`config.mk`:
```
export PLATFORM = sky130hd
export DESIGN_NAME = hex_frame_parser_crc32
export DESIGN_NICKNAME = d
export VERILOG_FILES = /design/src/sv/hfp_pkg.sv /design/src/sv/hex_frame_parser_crc32.sv /design/src/sv/hfp_crc_byte.sv
export SDC_FILE = /design/constraint.sdc
export NUM_CORES = 1
export LEC_CHECK = 0
export BUFFER_PORTS_ARGS = -buffer_cell sky130_fd_sc_hd__buf_2
export CORE_ASPECT_RATIO = 1.4
export CORE_MARGIN = 5
export CORE_UTILIZATION = 54
export CTS_BUF_LIST = sky130_fd_sc_hd__clkbuf_16
export DETAILED_ROUTE_END_ITERATION = 10
export PLACE_DENSITY = 0.77
export SYNTH_ARGS = -nofsm -noshare
export SYNTH_HDL_FRONTEND = slang
export SYNTH_SLANG_ARGS = --single-unit
```
`constraint.sdc`:
```
create_clock -name clock -period 6.5 [get_ports clock]
set_input_delay 1.3 -clock clock [delete_from_list [all_inputs] [get_ports clock]]
set_output_delay 1.3 -clock clock [all_outputs]
set_load 0.005 [all_outputs]
```
`src/sv/hfp_pkg.sv`:
```
`timescale 1ns / 1ps
// ----------------------------------------------------------------------------
// hfp_pkg
// shared constants, result codes and the crc-32 byte update for the
// ascii-hex frame parser
// ----------------------------------------------------------------------------
package hfp_pkg;

   // frame delimiters and fixed crc bytes
   localparam logic [7:0] CHAR_LT    = 8'h3C;   // '<'
   localparam logic [7:0] CHAR_GT    = 8'h3E;   // '>'
   localparam logic [7:0] CHAR_BANG  = 8'h21;   // '!'
   localparam logic [7:0] CHAR_COLON = 8'h3A;   // ':'
   localparam logic [7:0] CHAR_AT    = 8'h40;   // '@'
   localparam logic [7:0] CHAR_A     = 8'h41;   // 'A'
   localparam logic [7:0] CHAR_F     = 8'h46;   // 'F'
   localparam logic [7:0] CHAR_ZERO  = 8'h30;   // '0'
   localparam logic [7:0] CHAR_NINE  = 8'h39;   // '9'
   localparam logic [7:0] ALPHA_OFS  = 8'h37;   // 'A' - 10
   localparam logic [7:0] DIGIT_MAX  = 8'h0F;

   localparam logic [31:0] CRC_POLY  = 32'hEDB88320;
   localparam logic [31:0] CRC_INIT  = 32'hFFFFFFFF;
   localparam logic [31:0] CRC_XOROUT = 32'hFFFFFFFF;

   typedef enum logic [3:0] {
      STATUS_NONE       = 4'd0,
      STATUS_OK         = 4'd1,
      STATUS_BAD_SEQ    = 4'd2,
      STATUS_NO_BANG    = 4'd3,
      STATUS_BAD_CMD    = 4'd4,
      STATUS_NO_COLON   = 4'd5,
      STATUS_BAD_DATA1  = 4'd6,
      STATUS_BAD_DATA2  = 4'd7,
      STATUS_BAD_DATA3  = 4'd8,
      STATUS_NO_AT      = 4'd9,
      STATUS_BAD_CHK    = 4'd10,
      STATUS_NO_GT      = 4'd11,
      STATUS_MISMATCH   = 4'd12
   } status_type;

   // reflected crc-32, one byte, eight bit steps
   function automatic logic [31:0] crc32_byte(logic [31:0] crc, logic [7:0] data);
      logic [31:0] c;
      c = crc ^ {24'd0, data};
      for (int i = 0; i < 8; i++) begin
         if (c[0]) begin
            c = (c >> 1) ^ CRC_POLY;
         end else begin
            c = c >> 1;
         end
      end
      return c;
   endfunction

   // crc after the leading 'A' of every frame
   localparam logic [31:0] CRC_SEED = crc32_byte(CRC_INIT, CHAR_A);

endpackage

```
`src/sv/hex_frame_parser_crc32.sv`:
```
`timescale 1ns / 1ps
// ----------------------------------------------------------------------------
// hex_frame_parser_crc32
// byte-wide parser for ascii-hex frames with a crc-32 check
// ----------------------------------------------------------------------------
// Every received byte is one transaction on the req side and gives exactly one
// transaction on the rsp side. A frame is '<', 4 sequence digits, '!', 2
// command digits, ':', 16 + 4 + 4 data digits, '@', 8 checksum digits, '>'.
// '<' restarts parsing at any point. Digits are '0'-'9', 'A'-'F' and raw bytes
// 0x00-0x0F; lowercase hex is an error. Each response carries a status code
// and the current contents of all field registers, which show partially
// shifted values while a field is still arriving. Wrong bytes report their own
// error code and clear the fields (a bad sequence digit keeps them). The crc
// covers 'A', the uppercase command digits, ':', the uppercase data digits and
// a closing 'F'; at '>' it is compared with the received checksum and the
// status is ok (packet_valid set) or crc mismatch. Throughput is one byte per
// clock: the parse step and one unrolled crc byte update sit between the
// parser state registers and the response register, so a response appears the
// cycle after its byte is taken. The response register is a single stage;
// req_tready follows it, so a stalled rsp side holds off new bytes while a
// draining one keeps the full rate.
// ----------------------------------------------------------------------------
module hex_frame_parser_crc32
   import hfp_pkg::*;
(
   input  logic         clock,
   input  logic         reset,
   // received bytes
   input  logic         req_tvalid,
   output logic         req_tready,
   input  logic [7:0]   req_tdata,    // [7:0] rx_byte
   // parse results
   output logic         rsp_tvalid,
   input  logic         rsp_tready,
   output logic [151:0] rsp_tdata,    // [15:0] seq_out, [23:16] command_out,
                                      // [87:24] data1_out, [103:88] data2_out,
                                      // [119:104] data3_out, [151:120] checksum_out
   output logic [4:0]   rsp_tuser     // [3:0] status, [4] packet_valid
);

   // one-hot parser states
   typedef enum logic [10:0] {
      ST_WAIT  = 11'b000_0000_0001,
      ST_SEQ   = 11'b000_0000_0010,
      ST_MARK1 = 11'b000_0000_0100,
      ST_CMD   = 11'b000_0000_1000,
      ST_MARK2 = 11'b000_0001_0000,
      ST_D1    = 11'b000_0010_0000,
      ST_D2    = 11'b000_0100_0000,
      ST_D3    = 11'b000_1000_0000,
      ST_MARK3 = 11'b001_0000_0000,
      ST_CHK   = 11'b010_0000_0000,
      ST_END   = 11'b100_0000_0000
   } state_type;

   // digit counts per field
   localparam logic [4:0] LEN_SEQ  = 5'd4;
   localparam logic [4:0] LEN_CMD  = 5'd2;
   localparam logic [4:0] LEN_D1   = 5'd16;
   localparam logic [4:0] LEN_D2   = 5'd4;
   localparam logic [4:0] LEN_D3   = 5'd4;
   localparam logic [4:0] LEN_CHK  = 5'd8;

   // or in the digit, shift left unless it was the last digit of the field
   function automatic logic [63:0] take_digit(logic [63:0] acc, logic [3:0] d,
                                              logic last);
      logic [63:0] t;
      t = acc | {60'd0, d};
      return last ? t : (t << 4);
   endfunction

   // parser state
   state_type   state_ff, state_in;
   logic [4:0]  count_ff, count_in;
   logic [15:0] seq_ff, seq_in;
   logic [7:0]  cmd_ff, cmd_in;
   logic [63:0] data1_ff, data1_in;
   logic [15:0] data2_ff, data2_in;
   logic [15:0] data3_ff, data3_in;
   logic [31:0] chk_ff, chk_in;
   logic        valid_ff, valid_in;
   logic [31:0] crc_ff, crc_in;

   // response register
   logic         rsp_valid_ff;
   status_type   rsp_status_ff;
   logic         rsp_flag_ff;
   logic [151:0] rsp_data_ff;

   status_type  status_in;
   logic        advance;
   logic [7:0]  dec_byte;
   logic        is_digit;
   logic [3:0]  nib;
   logic [7:0]  hex_char;
   logic [7:0]  crc_data;
   logic [31:0] crc_next;
   logic [31:0] crc_final;
   logic [4:0]  count_inc;
   logic        clear;
   logic [63:0] take_val;
   logic [4:0]  field_len;

   assign req_tready = !rsp_valid_ff || rsp_tready;
   assign advance    = req_tvalid && req_tready;

   // byte decode: uppercase hex and decimal digits become 0-15
   always_comb begin
      dec_byte = req_tdata;
      if (req_tdata >= CHAR_A && req_tdata <= CHAR_F) begin
         dec_byte = req_tdata - ALPHA_OFS;
      end else if (req_tdata >= CHAR_ZERO && req_tdata <= CHAR_NINE) begin
         dec_byte = req_tdata - CHAR_ZERO;
      end
   end

   assign is_digit  = (dec_byte <= DIGIT_MAX);
   assign nib       = dec_byte[3:0];
   assign hex_char  = (nib < 4'd10) ? (CHAR_ZERO + {4'd0, nib}) : (ALPHA_OFS + {4'd0, nib});
   assign count_inc = count_ff + 5'd1;

   // crc byte: ':' after the command, closing 'F' at the end, else the digit
   always_comb begin
      case (state_ff)
         ST_MARK2: crc_data = CHAR_COLON;
         ST_END:   crc_data = CHAR_F;
         default:  crc_data = hex_char;
      endcase
   end

   hfp_crc_byte u_crc (
      .crc_cur   (crc_ff),
      .crc_data  (crc_data),
      .crc_next  (crc_next),
      .crc_final (crc_final)
   );

   // accumulator of the field being received and its length
   always_comb begin
      case (state_ff)
         ST_SEQ:  begin field_len = LEN_SEQ; take_val = {48'd0, seq_ff};   end
         ST_CMD:  begin field_len = LEN_CMD; take_val = {56'd0, cmd_ff};   end
         ST_D1:   begin field_len = LEN_D1;  take_val = data1_ff;          end
         ST_D2:   begin field_len = LEN_D2;  take_val = {48'd0, data2_ff}; end
         ST_D3:   begin field_len = LEN_D3;  take_val = {48'd0, data3_ff}; end
         ST_CHK:  begin field_len = LEN_CHK; take_val = {32'd0, chk_ff};   end
         default: begin field_len = LEN_SEQ; take_val = 64'd0;             end
      endcase
      take_val = take_digit(take_val, nib, count_inc == field_len);
   end

   // parse step
   always_comb begin
      state_in  = state_ff;
      count_in  = count_ff;
      seq_in    = seq_ff;
      cmd_in    = cmd_ff;
      data1_in  = data1_ff;
      data2_in  = data2_ff;
      data3_in  = data3_ff;
      chk_in    = chk_ff;
      valid_in  = valid_ff;
      crc_in    = crc_ff;
      status_in = STATUS_NONE;
      clear     = 1'b0;

      if (req_tdata == CHAR_LT) begin
         // start of frame from any state
         state_in = ST_SEQ;
         count_in = 5'd0;
         clear    = 1'b1;
         crc_in   = CRC_SEED;
      end else begin
         case (state_ff)
            ST_SEQ: begin
               if (is_digit) begin
                  seq_in   = take_val[15:0];
                  count_in = (count_inc == LEN_SEQ) ? 5'd0 : count_inc;
                  if (count_inc == LEN_SEQ) state_in = ST_MARK1;
               end else begin
                  // fields are kept here
                  status_in = STATUS_BAD_SEQ;
                  state_in  = ST_WAIT;
               end
            end
            ST_MARK1: begin
               if (req_tdata == CHAR_BANG) begin
                  state_in = ST_CMD;
               end else begin
                  clear     = 1'b1;
                  status_in = STATUS_NO_BANG;
                  state_in  = ST_WAIT;
               end
            end
            ST_CMD: begin
               if (is_digit) begin
                  crc_in   = crc_next;
                  cmd_in   = take_val[7:0];
                  count_in = (count_inc == LEN_CMD) ? 5'd0 : count_inc;
                  if (count_inc == LEN_CMD) state_in = ST_MARK2;
               end else begin
                  clear     = 1'b1;
                  status_in = STATUS_BAD_CMD;
                  state_in  = ST_WAIT;
               end
            end
            ST_MARK2: begin
               if (req_tdata == CHAR_COLON) begin
                  crc_in   = crc_next;
                  state_in = ST_D1;
               end else begin
                  clear     = 1'b1;
                  status_in = STATUS_NO_COLON;
                  state_in  = ST_WAIT;
               end
            end
            ST_D1: begin
               if (is_digit) begin
                  crc_in   = crc_next;
                  data1_in = take_val;
                  count_in = (count_inc == LEN_D1) ? 5'd0 : count_inc;
                  if (count_inc == LEN_D1) state_in = ST_D2;
               end else begin
                  clear     = 1'b1;
                  status_in = STATUS_BAD_DATA1;
                  state_in  = ST_WAIT;
               end
            end
            ST_D2: begin
               if (is_digit) begin
                  crc_in   = crc_next;
                  data2_in = take_val[15:0];
                  count_in = (count_inc == LEN_D2) ? 5'd0 : count_inc;
                  if (count_inc == LEN_D2) state_in = ST_D3;
               end else begin
                  clear     = 1'b1;
                  status_in = STATUS_BAD_DATA2;
                  state_in  = ST_WAIT;
               end
            end
            ST_D3: begin
               if (is_digit) begin
                  crc_in   = crc_next;
                  data3_in = take_val[15:0];
                  count_in = (count_inc == LEN_D3) ? 5'd0 : count_inc;
                  if (count_inc == LEN_D3) state_in = ST_MARK3;
               end else begin
                  clear     = 1'b1;
                  status_in = STATUS_BAD_DATA3;
                  state_in  = ST_WAIT;
               end
            end
            ST_MARK3: begin
               if (req_tdata == CHAR_AT) begin
                  state_in = ST_CHK;
               end else begin
                  clear     = 1'b1;
                  status_in = STATUS_NO_AT;
                  state_in  = ST_WAIT;
               end
            end
            ST_CHK: begin
               if (is_digit) begin
                  chk_in   = take_val[31:0];
                  count_in = (count_inc == LEN_CHK) ? 5'd0 : count_inc;
                  if (count_inc == LEN_CHK) state_in = ST_END;
               end else begin
                  clear     = 1'b1;
                  status_in = STATUS_BAD_CHK;
                  state_in  = ST_WAIT;
               end
            end
            ST_END: begin
               if (req_tdata == CHAR_GT) begin
                  // fields stay, only the verdict changes
                  if (crc_final == chk_ff) begin
                     valid_in  = 1'b1;
                     status_in = STATUS_OK;
                  end else begin
                     valid_in  = 1'b0;
                     status_in = STATUS_MISMATCH;
                  end
               end else begin
                  clear     = 1'b1;
                  status_in = STATUS_NO_GT;
               end
               state_in = ST_WAIT;
            end
            default: begin
               // idle between frames
               clear    = 1'b1;
               state_in = ST_WAIT;
            end
         endcase
      end

      if (clear) begin
         seq_in   = '0;
         cmd_in   = '0;
         data1_in = '0;
         data2_in = '0;
         data3_in = '0;
         chk_in   = '0;
         valid_in = 1'b0;
      end
   end

   always_ff @(posedge clock) begin
      if (reset) begin
         state_ff <= ST_WAIT;
         count_ff <= '0;
         seq_ff   <= '0;
         cmd_ff   <= '0;
         data1_ff <= '0;
         data2_ff <= '0;
         data3_ff <= '0;
         chk_ff   <= '0;
         valid_ff <= 1'b0;
         crc_ff   <= CRC_INIT;
      end else if (advance) begin
         state_ff <= state_in;
         count_ff <= count_in;
         seq_ff   <= seq_in;
         cmd_ff   <= cmd_in;
         data1_ff <= data1_in;
         data2_ff <= data2_in;
         data3_ff <= data3_in;
         chk_ff   <= chk_in;
         valid_ff <= valid_in;
         crc_ff   <= crc_in;
      end
   end

   // response register
   always_ff @(posedge clock) begin
      if (reset) begin
         rsp_valid_ff <= 1'b0;
      end else if (advance) begin
         rsp_valid_ff <= 1'b1;
      end else if (rsp_tready) begin
         rsp_valid_ff <= 1'b0;
      end
   end

   always_ff @(posedge clock) begin
      if (advance) begin
         rsp_status_ff <= status_in;
         rsp_flag_ff   <= valid_in;
         rsp_data_ff   <= {chk_in, data3_in, data2_in, data1_in, cmd_in, seq_in};
      end
   end

   assign rsp_tvalid = rsp_valid_ff;
   assign rsp_tdata  = rsp_data_ff;
   assign rsp_tuser  = {rsp_flag_ff, rsp_status_ff};

   // packet_valid is raised only on the ok transaction itself
   assert property (@(posedge clock) disable iff (reset)
      rsp_valid_ff |-> (rsp_flag_ff == (rsp_status_ff == STATUS_OK)))
      else $error("packet_valid disagrees with ok status");

   // every accepted byte leaves a response behind
   assert property (@(posedge clock) disable iff (reset)
      advance |=> rsp_valid_ff)
      else $error("accepted byte gave no response");

   // a start byte always opens the sequence field with a clean counter
   assert property (@(posedge clock) disable iff (reset)
      (advance && req_tdata == CHAR_LT) |=> (state_ff == ST_SEQ && count_ff == 5'd0
                                             && crc_ff == CRC_SEED))
      else $error("start byte did not restart the parser");

   // the digit counter never holds a full data1 field
   assert property (@(posedge clock) disable iff (reset)
      !count_ff[4])
      else $error("digit counter overran");

   // errors that clear the fields really leave them zero
   assert property (@(posedge clock) disable iff (reset)
      (rsp_valid_ff && (rsp_status_ff == STATUS_NO_BANG || rsp_status_ff == STATUS_BAD_CMD
         || rsp_status_ff == STATUS_NO_COLON || rsp_status_ff == STATUS_BAD_DATA1
         || rsp_status_ff == STATUS_BAD_DATA2 || rsp_status_ff == STATUS_BAD_DATA3
         || rsp_status_ff == STATUS_NO_AT || rsp_status_ff == STATUS_BAD_CHK
         || rsp_status_ff == STATUS_NO_GT)) |-> (rsp_data_ff == '0 && !rsp_flag_ff))
      else $error("fields not cleared on error");

endmodule

```
`src/sv/hfp_crc_byte.sv`:
```
`timescale 1ns / 1ps
// ----------------------------------------------------------------------------
// hfp_crc_byte
// combinational crc-32 update by one byte, also gives the finalised value
// ----------------------------------------------------------------------------
module hfp_crc_byte
   import hfp_pkg::*;
(
   input  logic [31:0] crc_cur,
   input  logic [7:0]  crc_data,
   output logic [31:0] crc_next,
   output logic [31:0] crc_final
);

   assign crc_next  = crc32_byte(crc_cur, crc_data);
   assign crc_final = crc_next ^ CRC_XOROUT;

endmodule

```
Word level (Yosys, flattened, before mapping)
Cells that the tools add are included.
{ "totals": {"wordCells": 179, "output_inout_bits": 159, "regBits": 359} }
{ "op_classes": {"n_addsub": 5, "n_mux": 96, "bitwise_logic": 11, "n_eq_ne": 33, "magnitude_cmp": 6, "reduce_logical": 14} }
{ "ops": {"columns": ["cell", "count"], "rows": [
  ["32-bit 2-to-1 mux", 15],
  ["64-bit one-hot mux with 6 select lines", 1],
  ["64-bit 2-to-1 mux", 5],
  ["16-bit 2-to-1 mux", 12],
  ["11-bit 2-to-1 mux", 13],
  ["13-bit NOT with 14-bit output", 8],
  ["11-bit one-hot mux with 9 select lines", 1],
  ["64-bit by 4-bit bitwise OR with 64-bit output", 1],
  ["32-bit one-hot mux with 2 select lines", 1],
  ["8-bit 2-to-1 mux", 6],
  ["5-bit 2-to-1 mux", 9],
  ["4-bit one-hot mux with 10 select lines", 1],
  ["32-bit == test", 1],
  ["8-bit by 6-bit == test with 1-bit output, second input constant", 4],
  ["32-bit NOT", 1],
  ["32-bit by 7-bit XOR with 32-bit output", 1],
  ["4-bit 2-to-1 mux", 6],
  ["4-bit != test, second input constant", 6],
  ["5-bit one-hot mux with 4 select lines", 1],
  ["8-bit by 6-bit subtractor with 8-bit output, second input constant", 2],
  ["5-bit one-hot mux with 3 select lines", 1],
  ["6-bit by 4-bit adder with 7-bit output, first input constant", 2],
  ["7-bit one-hot mux with 2 select lines", 1],
  ["1-bit 2-to-1 mux", 13],
  ["43 further kinds", 53]
]} }

Depth between registers and ports, before layout
{ "depth": {"word_depth": 31, "mapped_depth": 21, "depth_no_buf": 19} }

Cells and area by module
A second synthesis with hierarchy kept.
{ "hier_totals": {"hier_cells": 1757, "hier_area_um2": 18056.1} }
{ "modules_own_cells": {"columns": ["mod", "seq_area_each_um2", "instances", "cells_each", "area_each_um2"], "rows": [
  ["hex_frame_parser_crc32", 8758.4, 1, 1649, 17021.3],
  ["hfp_crc_byte", 0.0, 1, 108, 1034.7]
]} }

Worst setup path before layout
Ideal clock, no wire load.
{ "synth_timing": {"kind": "in2reg", "startpoint": "input rsp_tready", "endpoint": "register cmd_ff[4]", "stages": 7, "slack_ns": -0.518, "n_path_buf": 2, "setup_time_ns": 0.087, "arrival_ns": 6.932, "t_required_ns": 6.413, "path_cell_list": "nand2b_1 nand2_1 clkinv_1 clkbuf_1 clkbuf_1 a32oi_1 nor2_1"} }
{ "synth_between": {"elab_chain_len": 2} }
{ "synth_lines": {"columns": ["item", "line", "text"], "rows": [
  ["start: declaration", "hex_frame_parser_crc32.sv:34", "input logic rsp_tready,"],
  ["1-bit logical OR", "hex_frame_parser_crc32.sv:104", "assign req_tready = !rsp_valid_ff || rsp_tready;"],
  ["1-bit logical AND", "hex_frame_parser_crc32.sv:105", "assign advance = req_tvalid && req_tready;"],
  ["net advance", "hex_frame_parser_crc32.sv:91", "logic advance;"],
  ["end signal: assignment", "hex_frame_parser_crc32.sv:324", "cmd_ff <= cmd_in;"],
  ["end: declaration", "hex_frame_parser_crc32.sv:76", "logic [7:0] cmd_ff, cmd_in;"]
]} }
The timed path passes the listed nets, and every way through them passes these cells.
A chain may end at the register's enable or synchronous reset.

Worst setup path after layout
{ "layout_timing": {"startpoint": "input req_tdata[1]", "endpoint": "register rsp_status_ff[3] (data pin)"} }
{ "layout_between": {"elab_chain_len": 26, "elab_cells_between_ends": 44, "cone_classes": "add/sub (4); order compare (6); eq/ne (4); mux (18); bitwise (10); reduce/logical (2)"} }
{ "layout_lines": {"columns": ["item", "line", "text"], "rows": [
  ["start: declaration", "hex_frame_parser_crc32.sv:31", "input logic [7:0] req_tdata,"],
  ["8-bit by 6-bit >= comparator with 1-bit output / 8-bit by 6-bit less-or-equal comparator with 1-bit output (equally long branches)", "hex_frame_parser_crc32.sv:112", "end else if (req_tdata >= CHAR_ZERO && req_tdata <= CHAR_NINE) begin"],
  ["1-bit logical AND", "hex_frame_parser_crc32.sv:112", null],
  ["8-bit 2-to-1 mux", "hex_frame_parser_crc32.sv:112", null],
  ["8-bit 2-to-1 mux", "hex_frame_parser_crc32.sv:110", "if (req_tdata >= CHAR_A && req_tdata <= CHAR_F) begin"],
  ["6-bit by 4-bit adder with 7-bit output / 4-bit < comparator (equally long branches)", "hex_frame_parser_crc32.sv:119", "assign hex_char = (nib < 4'd10) ? (CHAR_ZERO + {4'd0, nib}) : (ALPHA_OFS + {4'd0, nib});"],
  ["7-bit 2-to-1 mux", "hex_frame_parser_crc32.sv:119", null],
  ["7-bit one-hot mux with 2 select lines", "hex_frame_parser_crc32.sv:124", "case (state_ff)"],
  ["32-bit by 7-bit XOR with 32-bit output", "hfp_pkg.sv:45", "c = crc ^ {24'd0, data};"],
  ["[10 not listed]", null, null],
  ["32-bit 2-to-1 mux", "hfp_pkg.sv:47", "if (c[0]) begin"],
  ["13-bit NOT with 14-bit output (no line)", null, null],
  ["32-bit 2-to-1 mux", "hfp_pkg.sv:47", null],
  ["32-bit NOT (no line)", null, null],
  ["32-bit == test", "hex_frame_parser_crc32.sv:276", "if (crc_final == chk_ff) begin"],
  ["4-bit 2-to-1 mux", "hex_frame_parser_crc32.sv:276", null],
  ["4-bit 2-to-1 mux", "hex_frame_parser_crc32.sv:274", "if (req_tdata == CHAR_GT) begin"],
  ["4-bit one-hot mux with 10 select lines", "hex_frame_parser_crc32.sv:174", "case (state_ff)"],
  ["end signal: assignment", "hex_frame_parser_crc32.sv:347", "rsp_status_ff <= status_in;"],
  ["end: declaration", "hex_frame_parser_crc32.sv:86", "status_type rsp_status_ff;"]
]} }
Parallel ways exist; a longest one is shown, timed or not.

==> results.md <==
- Initial antenna violation count: 0
- Max Fclk: 173 MHz
- PwrDens: 230 nW/um^2
- Status: finished, final reports clean
- Initial drt markers: 2,156
- Worst path top cell family by delay: simple AND/OR/NAND/NOR gates
- Total Wirelength: 56.2 mm
- MaxCap Viol Count: 0
- CP max stage delay: 540 ps
- Vias per cell: 6.29
- Via count: 16,049
- Crit path buffers/inverters: 2
- Gate Count Post-Synth: 1,966
- CP Launch Type: input port
- Nature of the critical path endpoint: register
- Hold path start: valid_ff
- Layout Nets: 2,104
- CP cell instances: buf_2 -> inv_1 -> ha_1 -> or3b_1 -> or3_1 -> nand3_2 -> mux2_2 -> ha_1 -> nor2b_1 -> o21ai_0 -> nand3_1 -> a211oi_2 -> xnor2_2 -> xnor3_2 -> mux2i_1 -> or4b_1 -> or4_4 -> nor4_4 -> a41o_1 -> a31oi_1
- Power, Total: 4.76 mW
- I/O Buffers: 170
- Area delta synth->final: 13.5%
- Synth Flop Type: dfxtp_1
- Mapped Avg Cell Area: 9.30 sq um
- Post-CTS sizing: 0
- Unique masters post-synth: 90
- Reg2Reg Setup Slack: 1860 ps
- Fillers: 2,807
- Final Core Density: 0.621
- Post-synth EDFFs: 157
- CP max FO: 4
- Final setup TNS: 0 ps
- Synth area leaders: edfxtp_1, dfxtp_1, nand2_1
- Yosys warnings: 0
- Die X: 166 um
- Drt wl/cell: 22.0 um
- Hold Crit Depth: 2
- Ports: 171
- Final Skew: 9.76 ps
- FFs w/ async S/R, synth: 0
- DR DRC count: 0
- Clock Tree Root: clkbuf_16
- Tot GR Track Use: 0.290
- Row cnt: 79
- Mapped Area: 18,300 sq um
- Share of post-route cells with drive strength above 1: 0.156
- Area fraction in compound gates after synthesis: 0.177
- First-pass DRT Iterations: 7
- Global-route wire length before repair: 87.1 mm
- Critical R2R Capture: rsp_tdata[122]
- Place WS: 130 ps
- Cts hold-fix bufs: 0
- Register area share after synthesis: 0.479
- Hold Path Class: register to register
- Slew margin rel.: 0.195
- GRT Residual Overflow: 0
- Final hold vios: 0
- Vias in the first global route: 15,266
- Total number of H-tree levels: 2
- Diode count: 0
- Core area: 33,400 sq um
- TritonCTS clock tree: done
- Setup ws final: 706 ps
- Reg clk slew, reported paths: 60 ps
- Max clock buf depth: 3
- Mux cell area share after synthesis: 0.0363
- Main combinational cell family by area after synthesis: simple AND/OR/NAND/NOR gates
- P_leak: 7.29 nW
- Crit path DAT: 6040 ps
- Post-synth top area share: 0.258
- Max Slew Vio Count: 0
- Synth Area in XOR/XNOR: 0.0780
- Placed wire-length estimate: 38.1 mm
- Antenna Violating Nets Remaining: 0
- FF-to-FF path depth: 12
- Number of synthesized register bits: 359
- Clk sink count: 359
- WS Path Type: input port to register
- Later-pin clock latency in the skew report: 530 ps
- Initial Util: 0.548
- Final period util: 0.891
- Worst-Margin Slew: 1210 ps
- Worst reg2reg startpoint: state_ff[0]
- Post-synthesis share of cell area spent on full adders, half adders and majority gates: 0.00889
- CP max stage cell: or4b_1
- Pin count of the biggest net entering global routing: 150
- Setup violators final: 0
- Max rail drop VDD: 0.178 mV
- GP Congestion: 0.961
- Crit path top cell by count: ha_1
- Setup bufs post-CTS: 0
- CTS buffer count: 35
- RSZ-0062 raised after global routing: false
- Die area: 37,700 sq um
- Yosys top cell by area: edfxtp_1
- Die H: 228 um
- Simple-Gate Fraction of Synth Area: 0.184
- Syn_nets: 1,991
- CP required: 6750 ps
- Minimum clock period: 5790 ps
- End of the worst hold path: valid_ff
==> cells in the mapped netlist, types with 13 or more instances <==
cell type and n:
inv_1 17, a22oi_1 140, ha_1 13, nand2_1 287
nor2_1 263, xnor3_1 13, a32oi_1 29, dfxtp_1 202
a211o_1 19, edfxtp_1 157, buf_1 15, a21oi_1 164
nand2b_1 14, clkbuf_1 128, mux2i_1 63, o21ai_0 27
nand3_1 34, xnor2_1 69, nor3_1 45, nand4_1 13
xor2_1 29, a222oi_1 20
==> state kept, by name, indices dropped and copies added (netlist names), 4 cells and up <==
name,cells
data1_ff,64
chk_ff,32
cmd_ff,8
data2_ff,16
count_ff,5
rsp_tdata,152
rsp_status_ff,4
data3_ff,16
state_ff,11
crc_ff,32
seq_ff,16
==> final cells by class <==
class	count	area, sq um	area share
repair buffers	233	1380	0.0665
flip-flops and latches	359	8760	0.422
multi-input cells	1432	8910	0.429
clock buffers	37	926	0.0446
inverters	18	72.6	0.00350
well taps	445	557	0.0268
clock inverters	27	155	0.00747
==> cells in the final DEF, fill, tap and decap left out, types with 20 or more instances in the layout <==
| cell | netlist | layout |
|---|---|---|
| nor3_1 | 45 | 42 |
| mux2i_1 | 63 | 63 |
| o21ai_0 | 27 | 27 |
| a222oi_1 | 20 | 20 |
| nor2_1 | 263 | 262 |
| xnor2_1 | 69 | 69 |
| a22oi_1 | 140 | 140 |
| buf_4 | 1 | 59 |
| clkbuf_16 | 0 | 37 |
| a32oi_1 | 29 | 29 |
| nand2_1 | 287 | 287 |
| inv_1 | 17 | 29 |
| a21oi_1 | 164 | 164 |
| nand3_1 | 34 | 34 |
| dfxtp_1 | 202 | 202 |
| edfxtp_1 | 157 | 157 |
| xor2_1 | 29 | 29 |
| buf_2 | 12 | 169 |
==> tightest hold or removal path: stages (launching register included) <==
cell and delay, ps:
dfxtp_1 310, nand2_1 50, a21oi_1 50
==> per-stage QoR <==
step	cells	instance area (sq um)	hold WS, ps
global route	2551	20800	479
detailed placement	2487	19700	455
floorplan	1966	18300	428
CTS	2551	20800	463
global placement	2487	19700	439
finish	2551	20800	460
==> how the worst max path moves through the flow <==
| stage | start | slack [ps] | to | cells after the start |
|---|---|---|---|---|
| CTS | req_tdata[1] | 680 | rsp_status_ff[3] | 20 |
| detailed placement | req_tdata[1] | 130 | rsp_status_ff[3] | 20 |
| global placement | req_tdata[1] | 210 | rsp_status_ff[3] | 20 |
| floorplan | req_tdata[0] | 60 | rsp_status_ff[3] | 19 |
| global route | req_tdata[1] | 420 | rsp_status_ff[3] | 20 |
| finish | req_tdata[1] | 710 | rsp_status_ff[3] | 20 |
==> cell families (layout without fill, tap and decap cells) <==
group / count (synthesis) / in the layout
buffers and inverters: 175 / 315
xor gates and xnor gates: 124 / 124
muxes: 66 / 66
DFF: 359 / 359
AOI/OAI and AO/OA: 477 / 477
and+or+nand+nor: 752 / 752
adders and majority gates: 13 / 13
==> power breakdown <==
group / switching (mW) / internal, mW
logic: 0.237 / 0.162
clock network: 0.880 / 1.08
registers: 0.0133 / 2.40
==> per-layer routing <==
layer  vias to the layer above  track usage  wire [um]
li1                       7302            -          -
met1                      7604        0.367      20900
met2                       939        0.479      27500
met3                       204       0.0456       4730
met4                         0        0.145       3140
met5                         -            0          0
Note: power is estimated with default switching activity, not from simulation.
